**config.mk**
```make
export PLATFORM = sky130hd
export DESIGN_NAME = hv_supply_command_slave_unit
export DESIGN_NICKNAME = d
export VERILOG_FILES = /design/src/hw/rtl/hvs_pkg.sv /design/src/hw/rtl/hv_supply_command_slave_unit.sv /design/src/hw/rtl/hvs_frame_decoder.sv
export SDC_FILE = /design/constraint.sdc
export NUM_CORES = 1
export LEC_CHECK = 0
export BUFFER_PORTS_ARGS = -buffer_cell sky130_fd_sc_hd__buf_4
export CAP_MARGIN = 20
export CORE_MARGIN = 2
export CORE_UTILIZATION = 30
export CTS_CLUSTER_DIAMETER = 40
export CTS_CLUSTER_SIZE = 8
export DETAILED_ROUTE_END_ITERATION = 12
export SLEW_MARGIN = 15
export SYNTH_ARGS = -nofsm -noshare
export SYNTH_HDL_FRONTEND = slang
export SYNTH_SLANG_ARGS = --single-unit
```
**constraint.sdc**
```tcl
create_clock -name clk -period 4.4 [get_ports clk]
set_clock_uncertainty 0.1 [all_clocks]
set_input_delay 0.44 -clock clk [delete_from_list [all_inputs] [get_ports clk]]
set_output_delay 0.44 -clock clk [all_outputs]
set_load 0.1 [all_outputs]
```
**src/hw/rtl/hvs_pkg.sv**
```systemverilog
// ----------------------------------------------------------------------------
// hvs_pkg: shared types and constants for the high-voltage supply command slave
// frame state layout, instruction codes, duty limits and update interval
// ----------------------------------------------------------------------------
`default_nettype none

package hvs_pkg;

  localparam int unsigned SAMPLES     = 500;
  localparam int unsigned COUNT_W     = 9;
  localparam int unsigned POS_W       = 3;
  localparam int unsigned BYTE_W      = 8;
  localparam int unsigned SAMPLE_W    = 10;
  localparam int unsigned DUTY_W      = 9;
  localparam int unsigned CFG_INDEX_W = 1;

  localparam logic [COUNT_W-1:0] SAMPLES_LIMIT = COUNT_W'(SAMPLES);
  localparam logic [DUTY_W-1:0]  DUTY_OFF      = DUTY_W'(2);

  // instruction codes carried in the first byte of a frame
  localparam logic [BYTE_W-1:0] INS_STATUS     = 8'd1;
  localparam logic [BYTE_W-1:0] INS_STATUS_ALT = 8'd11;
  localparam logic [BYTE_W-1:0] INS_SET_BOTH   = 8'd2;
  localparam logic [BYTE_W-1:0] INS_SET_NEG    = 8'd12;
  localparam logic [BYTE_W-1:0] INS_PROBE_ID   = 8'd3;

  // byte positions inside a frame
  localparam logic [POS_W-1:0] POS_IDLE  = 3'd0;
  localparam logic [POS_W-1:0] POS_INSTR = 3'd1;
  localparam logic [POS_W-1:0] POS_PAD   = 3'd2;
  localparam logic [POS_W-1:0] POS_POSHV = 3'd3;
  localparam logic [POS_W-1:0] POS_NEGHV = 3'd4;

  // configuration register indexes
  localparam logic [CFG_INDEX_W-1:0] CFG_VERSION  = 1'd0;
  localparam logic [CFG_INDEX_W-1:0] CFG_PROBE_ID = 1'd1;

  typedef struct packed {
    logic [POS_W-1:0]  byte_position;
    logic [BYTE_W-1:0] instruction_code;
    logic [BYTE_W-1:0] pending_reply;
    logic [BYTE_W-1:0] pos_setting;
    logic [BYTE_W-1:0] neg_setting;
  } frame_t;

endpackage

`default_nettype wire

```
**src/hw/rtl/hv_supply_command_slave_unit.sv**
```systemverilog
// ----------------------------------------------------------------------------
// hv_supply_command_slave_unit: spi command slave and pwm duty control loop
// result: a pass accepted at one edge has its result in the output register next cycle
// throughput: one pass per cycle while out_ready holds; the single result register stalls in_ready otherwise
// reset (rst, synchronous): frame state, settings and counter clear, duty registers go to off (2)
// ----------------------------------------------------------------------------
`default_nettype none

module hv_supply_command_slave_unit (
  input  logic                              clk,
  input  logic                              rst,
  // pass request channel
  input  logic                              in_valid,
  output logic                              in_ready,
  input  logic                              spi_valid,
  input  logic [hvs_pkg::BYTE_W-1:0]        spi_byte,
  input  logic                              polarity_pin,
  input  logic                              interlock_a,
  input  logic                              interlock_b,
  input  logic [hvs_pkg::SAMPLE_W-1:0]      current_sample,
  // result request channel
  output logic                              out_valid,
  input  logic                              out_ready,
  output logic [hvs_pkg::BYTE_W-1:0]        reply_byte,
  output logic                              indicator_pin,
  output logic [hvs_pkg::DUTY_W-1:0]        pos_duty,
  output logic [hvs_pkg::DUTY_W-1:0]        neg_duty,
  // configuration write channel
  input  logic                              cfg_valid,
  output logic                              cfg_ready,
  input  logic [hvs_pkg::CFG_INDEX_W-1:0]   cfg_index,
  input  logic [hvs_pkg::BYTE_W-1:0]        cfg_data
);

  // configuration registers
  logic [hvs_pkg::BYTE_W-1:0]  version_code;
  logic [hvs_pkg::BYTE_W-1:0]  probe_id;

  // loop state
  hvs_pkg::frame_t             frame;
  hvs_pkg::frame_t             frame_next;
  hvs_pkg::frame_t             frame_byte;
  logic [hvs_pkg::BYTE_W-1:0]  current_monitor;
  logic [hvs_pkg::COUNT_W-1:0] pass_count;
  logic [hvs_pkg::COUNT_W-1:0] pass_count_next;
  logic [hvs_pkg::DUTY_W-1:0]  pos_duty_reg;
  logic [hvs_pkg::DUTY_W-1:0]  neg_duty_reg;
  logic [hvs_pkg::DUTY_W-1:0]  pos_duty_next;
  logic [hvs_pkg::DUTY_W-1:0]  neg_duty_next;

  logic in_accept;
  logic armed;
  logic duty_update;

  // configuration is always taken
  assign cfg_ready = 1'b1;

  // a new pass enters whenever the result register is free or being drained
  assign in_ready  = !out_valid || out_ready;
  assign in_accept = in_valid && in_ready;

  assign armed = interlock_a || interlock_b;

  // byte handling, bypassed on passes without a received byte
  hvs_frame_decoder u_frame_decoder (
    .frame           (frame),
    .rx              (spi_byte),
    .current_monitor (current_monitor),
    .version_code    (version_code),
    .probe_id        (probe_id),
    .frame_next      (frame_byte)
  );

  always_comb begin
    frame_next = spi_valid ? frame_byte : frame;
    // interlocks both inactive: settings drop after byte handling
    if (!armed) begin
      frame_next.pos_setting = '0;
      frame_next.neg_setting = '0;
    end
  end

  // pass counter with wrap at the update interval
  always_comb begin
    pass_count_next = pass_count + hvs_pkg::COUNT_W'(1);
    duty_update     = (pass_count_next >= hvs_pkg::SAMPLES_LIMIT);
    if (duty_update) begin
      pass_count_next = '0;
    end
  end

  // duty recompute from the settings as they stand after this pass
  always_comb begin
    pos_duty_next = pos_duty_reg;
    neg_duty_next = neg_duty_reg;
    if (duty_update) begin
      if (frame_next.pos_setting == '0) begin
        pos_duty_next = hvs_pkg::DUTY_OFF;
      end else if (!polarity_pin) begin
        pos_duty_next = hvs_pkg::DUTY_OFF + hvs_pkg::DUTY_W'(frame_next.pos_setting);
      end
      if (frame_next.neg_setting == '0) begin
        neg_duty_next = hvs_pkg::DUTY_OFF;
      end else if (polarity_pin) begin
        neg_duty_next = hvs_pkg::DUTY_OFF + hvs_pkg::DUTY_W'(frame_next.neg_setting);
      end
    end
  end

  // configuration writes
  always_ff @(posedge clk) begin
    if (rst) begin
      version_code <= hvs_pkg::BYTE_W'(16);
      probe_id     <= '0;
    end else if (cfg_valid && cfg_ready) begin
      unique case (cfg_index)
        hvs_pkg::CFG_VERSION:  version_code <= cfg_data;
        hvs_pkg::CFG_PROBE_ID: probe_id     <= cfg_data;
        default: begin
        end
      endcase
    end
  end

  // loop state advances once per accepted pass
  always_ff @(posedge clk) begin
    if (rst) begin
      frame           <= '0;
      current_monitor <= '0;
      pass_count      <= '0;
      pos_duty_reg    <= hvs_pkg::DUTY_OFF;
      neg_duty_reg    <= hvs_pkg::DUTY_OFF;
    end else if (in_accept) begin
      frame           <= frame_next;
      // monitor keeps the top 8 bits of the sample
      current_monitor <= current_sample[hvs_pkg::SAMPLE_W-1:2];
      pass_count      <= pass_count_next;
      pos_duty_reg    <= pos_duty_next;
      neg_duty_reg    <= neg_duty_next;
    end
  end

  // result register, holds while the consumer stalls
  always_ff @(posedge clk) begin
    if (rst) begin
      out_valid <= 1'b0;
    end else if (in_accept) begin
      out_valid <= 1'b1;
    end else if (out_ready) begin
      out_valid <= 1'b0;
    end
  end

  always_ff @(posedge clk) begin
    if (in_accept) begin
      // reply is the byte prepared on the previous received byte
      reply_byte    <= spi_valid ? frame.pending_reply : '0;
      indicator_pin <= spi_valid ? 1'b0 : polarity_pin;
      pos_duty      <= pos_duty_next;
      neg_duty      <= neg_duty_next;
    end
  end

`ifndef ASSERT_OFF
  a_position_in_frame: assert property (@(posedge clk) disable iff (rst)
    frame.byte_position <= hvs_pkg::POS_NEGHV)
    else $error("byte position beyond frame end");

  a_count_below_limit: assert property (@(posedge clk) disable iff (rst)
    pass_count < hvs_pkg::SAMPLES_LIMIT)
    else $error("pass counter reached update interval");

  a_duty_floor: assert property (@(posedge clk) disable iff (rst)
    pos_duty_reg >= hvs_pkg::DUTY_OFF && neg_duty_reg >= hvs_pkg::DUTY_OFF)
    else $error("duty below off level");

  a_disarm_clears: assert property (@(posedge clk) disable iff (rst)
    in_accept && !interlock_a && !interlock_b |=>
      frame.pos_setting == '0 && frame.neg_setting == '0)
    else $error("settings kept with interlocks inactive");

  a_duty_only_on_update: assert property (@(posedge clk) disable iff (rst)
    in_accept && !duty_update |=> $stable(pos_duty_reg) && $stable(neg_duty_reg))
    else $error("duty changed outside an update pass");
`endif

endmodule

`default_nettype wire

```
**src/hw/rtl/hvs_frame_decoder.sv**
```systemverilog
// ----------------------------------------------------------------------------
// hvs_frame_decoder: next frame state for one received byte
// advances the byte position, latches the instruction and prepares the reply
// ----------------------------------------------------------------------------
`default_nettype none

module hvs_frame_decoder (
  input  hvs_pkg::frame_t                 frame,
  input  logic [hvs_pkg::BYTE_W-1:0]      rx,
  input  logic [hvs_pkg::BYTE_W-1:0]      current_monitor,
  input  logic [hvs_pkg::BYTE_W-1:0]      version_code,
  input  logic [hvs_pkg::BYTE_W-1:0]      probe_id,
  output hvs_pkg::frame_t                 frame_next
);

  logic [hvs_pkg::POS_W-1:0]  pos;
  logic [hvs_pkg::BYTE_W-1:0] ins;
  logic                       ins_known;

  assign pos = frame.byte_position + hvs_pkg::POS_W'(1);
  assign ins = frame.instruction_code;
  assign ins_known = (ins == hvs_pkg::INS_STATUS) || (ins == hvs_pkg::INS_STATUS_ALT) ||
                     (ins == hvs_pkg::INS_SET_BOTH) || (ins == hvs_pkg::INS_SET_NEG) ||
                     (ins == hvs_pkg::INS_PROBE_ID);

  always_comb begin
    frame_next = frame;
    frame_next.byte_position = pos;
    unique case (pos)
      hvs_pkg::POS_INSTR: begin
        frame_next.instruction_code = rx;
        if ((rx == hvs_pkg::INS_STATUS) || (rx == hvs_pkg::INS_STATUS_ALT)) begin
          frame_next.pending_reply = '0;
        end else if ((rx == hvs_pkg::INS_SET_BOTH) || (rx == hvs_pkg::INS_SET_NEG)) begin
          frame_next.pending_reply = current_monitor;
        end else if (rx == hvs_pkg::INS_PROBE_ID) begin
          frame_next.pending_reply = probe_id;
        end
      end
      hvs_pkg::POS_PAD: begin
        if (ins_known) begin
          frame_next.pending_reply = '0;
        end
      end
      hvs_pkg::POS_POSHV: begin
        frame_next.pending_reply = '0;
        if (ins == hvs_pkg::INS_SET_BOTH) begin
          frame_next.pos_setting = rx;
        end
      end
      hvs_pkg::POS_NEGHV: begin
        frame_next.byte_position = hvs_pkg::POS_IDLE;
        frame_next.pending_reply = version_code;
        if ((ins == hvs_pkg::INS_SET_BOTH) || (ins == hvs_pkg::INS_SET_NEG)) begin
          frame_next.neg_setting = rx;
        end
      end
      default: begin
        // positions past the frame end do nothing beyond advancing
      end
    endcase
  end

endmodule

`default_nettype wire
```
==> run metrics, run 1 <==
status finished, final reports clean; total grt overflow 0; core box area 18100 um^2; Leak 0.00259 uW; worst vdd ir 0.000230 V; post-synthesis mux area share 5.30%; endpoints failing hold 0; TritonCTS Buffers 17; CTS H-Tree Depth 4; # DRC 0; Cell Rows 49; All-Layer GR Usage 14.0%; initial antenna violation count 0; Cell Int Power 2090 uW; placed cell count 886; CTS tree yes; number of synthesized flops with an enable pin 27; Clock Root Buffer clkbuf_16; DIE AREA 19700 um^2; max frequency 292 MHz; WP data required 4.47 ns; sequential share of the synthesized area 45.8%; XOR/XNOR Fraction of Synth Area 2.20%; vias in the first global route 4151; post-synth top area cell dfxtp_1; average size of a mapped cell 8.86 um^2; TNS Setup 0 ns; Endpoint, Worst Hold version_code[4]$_SDFFE_PP1P_; Hold Crit Depth 3; CP Launch Type flop; Initial DRC Count 366; main flop type after synthesis dfxtp_1; crit path kind flop to flop; Final setup viols 0; clock period minus worst slack 3.42 ns; Max Cap Viol 0; Synth Area in Adders 2.25%; Comb power frac 9.5%; Worst Path Arrival 3.49 ns; FFs w/ async S/R, synth 0%; routed len/inst 14.9 um; Finished Layout Cells 918; Final #Nets 722; largest cells by area after synthesis dfxtp_1, edfxtp_1, nand2_1, mux2i_1, a21oi_1; Tightest Pin Transition 0.815 ns; Final period util 77.8%; post_cts resized 0; number of flip-flops in the largest register 35; post-CTS setup buffer count 0; Die X 140 um; drt first pass iters 4; simple-gate portion of the synthesized area 21.0%; Syn Std Cell Area 5570 um^2; Worst slew margin 45.7%; Worst R2R Path Depth 13; compound-cell area share of the yosys netlist 18.9%; Hold Startpoint cfg_data[4]; largest net degree at the start of global routing 69; CTS Hold Bufs 0; Via density 4.96; Sw Share 25.3%; slowest CP cell a2111oi_4; Yosys top cell area share 31.3%; register share of total power 40.0%; starting density of the core 30.8%; Antenna Nets Post-Route 0; clk buf depth 2; Antenna Diode Count 0; WL final 13700 um; commonest non-fill, non-tap cell in the layout nand2_1; vias 4552; routability congestion estimate 0.774; Util after Layout 37.8%; post-synthesis cell type count 59; dpl ws 0.992 ns; NetSw 706 uW; most frequent cells in the layout nand2_1, dfxtp_1, buf_4; Post-DP HPWL 9230 um; RSZ-0062 raised after global routing false; total power 2790 uW; first-pass GRT wire length 22000 um; Syn Inst Count 629; worst path cell trace ha_1 -> ha_1 -> inv_1 -> a2111oi_4 -> mux2i_1 -> nor2_1 -> ha_1 -> o2111ai_1 -> nor2_1 -> nor3_1 -> a21oi_1 -> and3_1 -> a22o_1; reg-to-reg startpoint frame[32]$_SDFFE_PP0P_; share of layout cells above drive strength 1 16.1%; yosys warns 0; I/O Buffers 62; CTS clk-pin slew, worst paths 0.06 ns; final worst slack 0.977 ns; setup slack, reg-to-reg 0.98 ns; Die H 140 um; Mapped Nets 675; Hold Path Class input pin to flop; synthesis-stage register bit count 114; # clock sinks 114; main combinational cell family by area after synthesis simple AND/OR/NAND/NOR gates; most used cell, CP ha_1; CP endpoint kind flop; clock share of power 50.4%; crit path launch frame[32]$_SDFFE_PP0P_; # IOs 66; Clock Latency Late Sink 0.41 ns; Slowest Stage Delay on Critical Path 0.45 ns; final slew viol count 0; Area Overhead vs Synth 22.6%; power per cell area 409 nW/um^2; CP Max Fanout 10; R2R Path End neg_duty[7]$_DFFE_PP_
[worst max-delay path by stage]
stage                             endpoint  depth (start not counted)
2_1_floorplan  indicator_pin$_SDFFCE_PP0P_                          5
4_1_cts              neg_duty[7]$_DFFE_PP_                         13
3_5_place_dp         neg_duty[7]$_DFFE_PP_                         13
5_1_grt              neg_duty[7]$_DFFE_PP_                         13
6_report             neg_duty[7]$_DFFE_PP_                         13
3_3_place_gp         neg_duty[7]$_DFFE_PP_                         13
[power by group through the flow]
stage          Combinational (uW)  Clock [uW]  Sequential, uW
2_1_floorplan                 111           0            1220
3_3_place_gp                  267           0            1140
3_5_place_dp                  268           0            1140
4_1_cts                       269        1440            1120
5_1_grt                       285        1490            1120
6_report                      266        1410            1120
[routing by layer]
layer	GRT usage, %	part of all wire [%]	up-vias
li1	-	-	2354
met1	19.3	50	2105
met2	21.2	44	82
met3	3.93	4.6	11
met4	4.47	1.1	0
met5	0	0	-
[critical path: cells and delay by family (launching register included)]
family / cells / cell delay (ns)
DFF: 1 / 0.39
and+or+nand+nor: 4 / 0.52
AOI/OAI and AO/OA: 4 / 0.85
adders and majority gates: 3 / 0.84
buffers and inverters: 1 / 0.15
muxes: 1 / 0.33
[stage by stage]
step	area [um^2]	hold WS [ns]
after floorplan	5570	0.319
after global placement	6220	0.328
after detailed placement	6220	0.333
after CTS	6830	0.142
after global routing	6830	0.161
final	6830	0.167
[cell families after synthesis]
kind of cell,count (synthesis)
AND/OR/NAND/NOR,245
AO/OA/AOI/OAI,153
flip-flops,114
buffers and inverters,63
multiplexers,29
XOR/XNOR,14
adder cells (fa/ha/maj),10
other,1
[Yosys cell counts, types with 2 or more instances]
cell and n:
nand3b_1 6, ha_1 10, o211ai_1 2, mux2i_1 28, a21oi_1 49, a22oi_1 17, nor2b_1 3, o21ai_1 2
inv_1 21, or4_4 2, nand4b_1 4, nand2b_1 5, o31ai_1 2, a32o_1 9, a311oi_1 2, nor2_1 63
nor4_1 7, or4_1 2, nand3_1 23, o2bb2ai_1 8, o32ai_1 2, a31oi_1 5, or2_2 2, xnor2_1 7
buf_1 9, and3_1 8, nand2_1 88, dfxtp_1 87, and3b_1 2, and2_1 9, o32a_1 2, clkbuf_1 31
xor2_1 7, nor3_1 5, a211oi_1 2, o2111ai_1 3, a22o_1 15, edfxtp_1 27, nor3b_1 4, nand4_1 8
o21ai_0 23
[area by class of cell]
class	instances	area [um^2]
Fill cell	1798	11300
Multi-Input combinational cell	452	2770
Sequential cell	114	2550
Timing Repair Buffer	70	526
Clock buffer	21	493
Tap cell	229	287
Clock inverter	11	123
Inverter	21	78.8
(Power assumes the default switching activity.)
==> run 2, diff against run 1 <==
==> constraint.sdc (replaced) <==
create_clock -name clk -period 2.7 [get_ports clk]
set_clock_uncertainty 0.1 [all_clocks]
set_input_delay 0.27 -clock clk [delete_from_list [all_inputs] [get_ports clk]]
set_output_delay 0.27 -clock clk [all_outputs]
set_load 0.1 [all_outputs]
==> run 2 against run 1 <==
Net effect: the flow now finishes with violations (setup timing); setup slack lost 1.2 ns; fmax grew 18%; routed wire length up 3.8%; total power increased by 64%; first-iteration DRC count up 11%; critical path depth fell by 3; clock-buffer cell count is 1 lower; critical path type unchanged.
==> run metrics, run 2 (synthesized netlist as in run 1, its figures left out) <==
status finished with violations (was finished, final reports clean); failing checks setup timing; worst vdd ir 0.000351 V (was 0.000230 V); Final setup viols 20 (was 0); initial antenna violation count 0 (unchanged); dpl ws -0.177 ns (was 0.992 ns); WL met2 6660 um (was 6080 um); Clock Latency Late Sink 0.41 ns (about the same); # IOs 66 (unchanged); Die H 140 um (unchanged); multi-input logic area 2980 um^2 (was 2770 um^2); CTS H-Tree Depth 4 (unchanged); Post-DP HPWL 9600 um (was 9230 um); max frequency 344 MHz (was 292 MHz); routability congestion estimate 0.776 (was 0.774); WP data required 2.90 ns (was 4.47 ns); routed len/inst 14.7 um (was 14.9 um); vias 4876 (was 4552); Clock Root Buffer clkbuf_16 (unchanged); starting density of the core 30.8% (unchanged); M1 WL 6770 um (was 6820 um); # DRC 0 (unchanged); Hold Path Class input pin to flop (unchanged); total grt overflow 0 (unchanged); Sw Share 24.5% (was 25.3%); largest net degree at the start of global routing 42 (was 69); Leak 0.00284 uW (was 0.00259 uW); CP Launch Type flop (unchanged); placed cell count 917 (was 886); Via density 5.05 (was 4.96); Final period util 108% (was 77.8%); power per cell area 617 nW/um^2 (was 409 nW/um^2); Antenna Nets Post-Route 0 (unchanged); endpoints failing hold 0 (unchanged); commonest non-fill, non-tap cell in the layout buf_4 (was nand2_1); Worst slew margin 61.7% (was 45.7%); post-route cell area 7430 um^2 (was 6830 um^2); CP endpoint kind flop (unchanged); Antenna Diode Count 0 (unchanged); Cell Int Power 3460 uW (was 2090 uW); final slew viol count 0 (unchanged); share of layout cells above drive strength 1 24.3% (was 16.1%); register area 2560 um^2 (was 2550 um^2); Fillers 1770 (was 1798); I/O Buffers 62 (unchanged); DIE AREA 19700 um^2 (unchanged); Finished Layout Cells 966 (was 918); drt first pass iters 5 (was 4); Top Layer Used met4 (unchanged); CTS tree yes (unchanged); number of flip-flops in the largest register 35 (unchanged); clock share of power 50.1% (was 50.4%); All-Layer GR Usage 14.8% (was 14.0%); Area Overhead vs Synth 33.3% (was 22.6%); Tightest Pin Transition 0.574 ns (was 0.815 ns); TritonCTS Buffers 17 (unchanged); crit path kind flop to flop (unchanged); DR WL met3 571 um (was 635 um); NetSw 1120 uW (was 706 uW); core box area 18100 um^2 (unchanged); Worst Path Arrival 3.11 ns (was 3.49 ns); Max Cap Viol 0 (unchanged); CP Max Fanout 6 (was 10); Initial DRC Count 407 (was 366); vias in the first global route 4714 (was 4151); total power 4580 uW (was 2790 uW); final worst slack -0.207 ns (was 0.977 ns); Cell Rows 49 (unchanged); RSZ-0062 raised after global routing true (was false); CTS clk-pin slew, worst paths 0.05 ns (was 0.06 ns); Placement Cell Area 6520 um^2 (was 6220 um^2); # clock sinks 114 (unchanged); Final #Nets 770 (was 722); first-pass GRT wire length 23600 um (was 22000 um); register share of total power 39.6% (was 40.0%); WL final 14200 um (was 13700 um); clk buf depth 2 (unchanged); clock period minus worst slack 2.91 ns (was 3.42 ns); Comb power frac 10.3% (was 9.5%); Die X 140 um (unchanged); most frequent cells in the layout buf_4, nand2_1, dfxtp_1 (was nand2_1, dfxtp_1, buf_4)
-- run 2: cell types whose count changed in the layout (fill, tap and decap cells not counted), moves of 3 or more --
| cell | previous run | this run |
|---|---|---|
| buf_4 | 70 | 106 |
| nand2_4 | 0 | 3 |
| ha_1 | 10 | 4 |
| clkinv_1 | 0 | 3 |
| ha_2 | 0 | 4 |
| dfxtp_1 | 87 | 82 |
| dfxtp_2 | 0 | 4 |
| dlygate4sd3_1 | 0 | 8 |
| xnor2_1 | 7 | 4 |
-- run 2: final timing paths --
kind | cells after the start | from | end | slack, ns
min | 3 | cfg_data[5] | version_code[5]$_SDFFE_PP0P_ | 0.02
max | 10 | frame[32]$_SDFFE_PP0P_ | pos_duty_reg[6]$_SDFFE_PP0P_ | -0.21
min reg2reg | 2 | frame[19]$_SDFFE_PP0P_ | frame[19]$_SDFFE_PP0P_ | 0.34
max reg2reg | 10 | frame[32]$_SDFFE_PP0P_ | pos_duty_reg[6]$_SDFFE_PP0P_ | -0.21
-- run 2: per-layer routing --
metal / vias to the layer above / global-route usage [%]
li1: 2450 / -
met1: 2310 / 19.5
met2: 99 / 23.8
met3: 17 / 3.83
met4: 0 / 5.16
met5: - / 0
-- run 2: power by group through the flow --
stage                     logic (uW)  registers (uW)  clock network, uW
final                            472            1820               2290
after detailed placement         460            1850                  0
after CTS                        472            1820               2340
after floorplan                  182            1980                  0
after global routing             507            1820               2420
after global placement           457            1850                  0
-- run 2: final cells by class --
| cell class | instances | share of cell area [%] |
|---|---|---|
| sequential | 114 | 34.5 |
| timing repair buffer | 117 | 12.3 |
| tap | 229 | 3.86 |
| inverter | 21 | 1.10 |
| clock buffer | 20 | 5.88 |
| multi-input combinational | 453 | 40.2 |
| clock inverter | 12 | 2.19 |
-- run 2: worst max-delay path, stage by stage, from the launching register on --
cell and delay [ns]:
dfxtp_4 0.34, ha_4 0.16, ha_4 0.26, nand4b_1 0.08, or4_4 0.57, buf_4 0.17, buf_8 0.12, mux2_4 0.33
a211o_1 0.30, and2_4 0.17, a22o_1 0.20
-- run 2: metrics by stage --
stage | utilization [%] | hold slack (ns) | TNS, ns
after floorplan | - | 0.292 | -3.10
after global placement | 36.1 | 0.330 | -1.82
after detailed placement | 36.1 | 0.333 | -2.23
after CTS | 40.1 | 0.00197 | -1.57
after global routing | 41.1 | 0.0171 | -4.82
final | 41.1 | 0.0170 | -2.71
-- run 2: what timing repair did --
| action | CTS | global route |
|---|---|---|
| pin swaps | 10 | 11 |
| gates resized for setup | 7 | 24 |
| hold endpoints to repair | 8 | 0 |
| hold buffers | 8 | 0 |
| setup buffers | 1 | 7 |
| gates cloned | 0 | 1 |
| endpoints found under the setup margin | 25 | 24 |
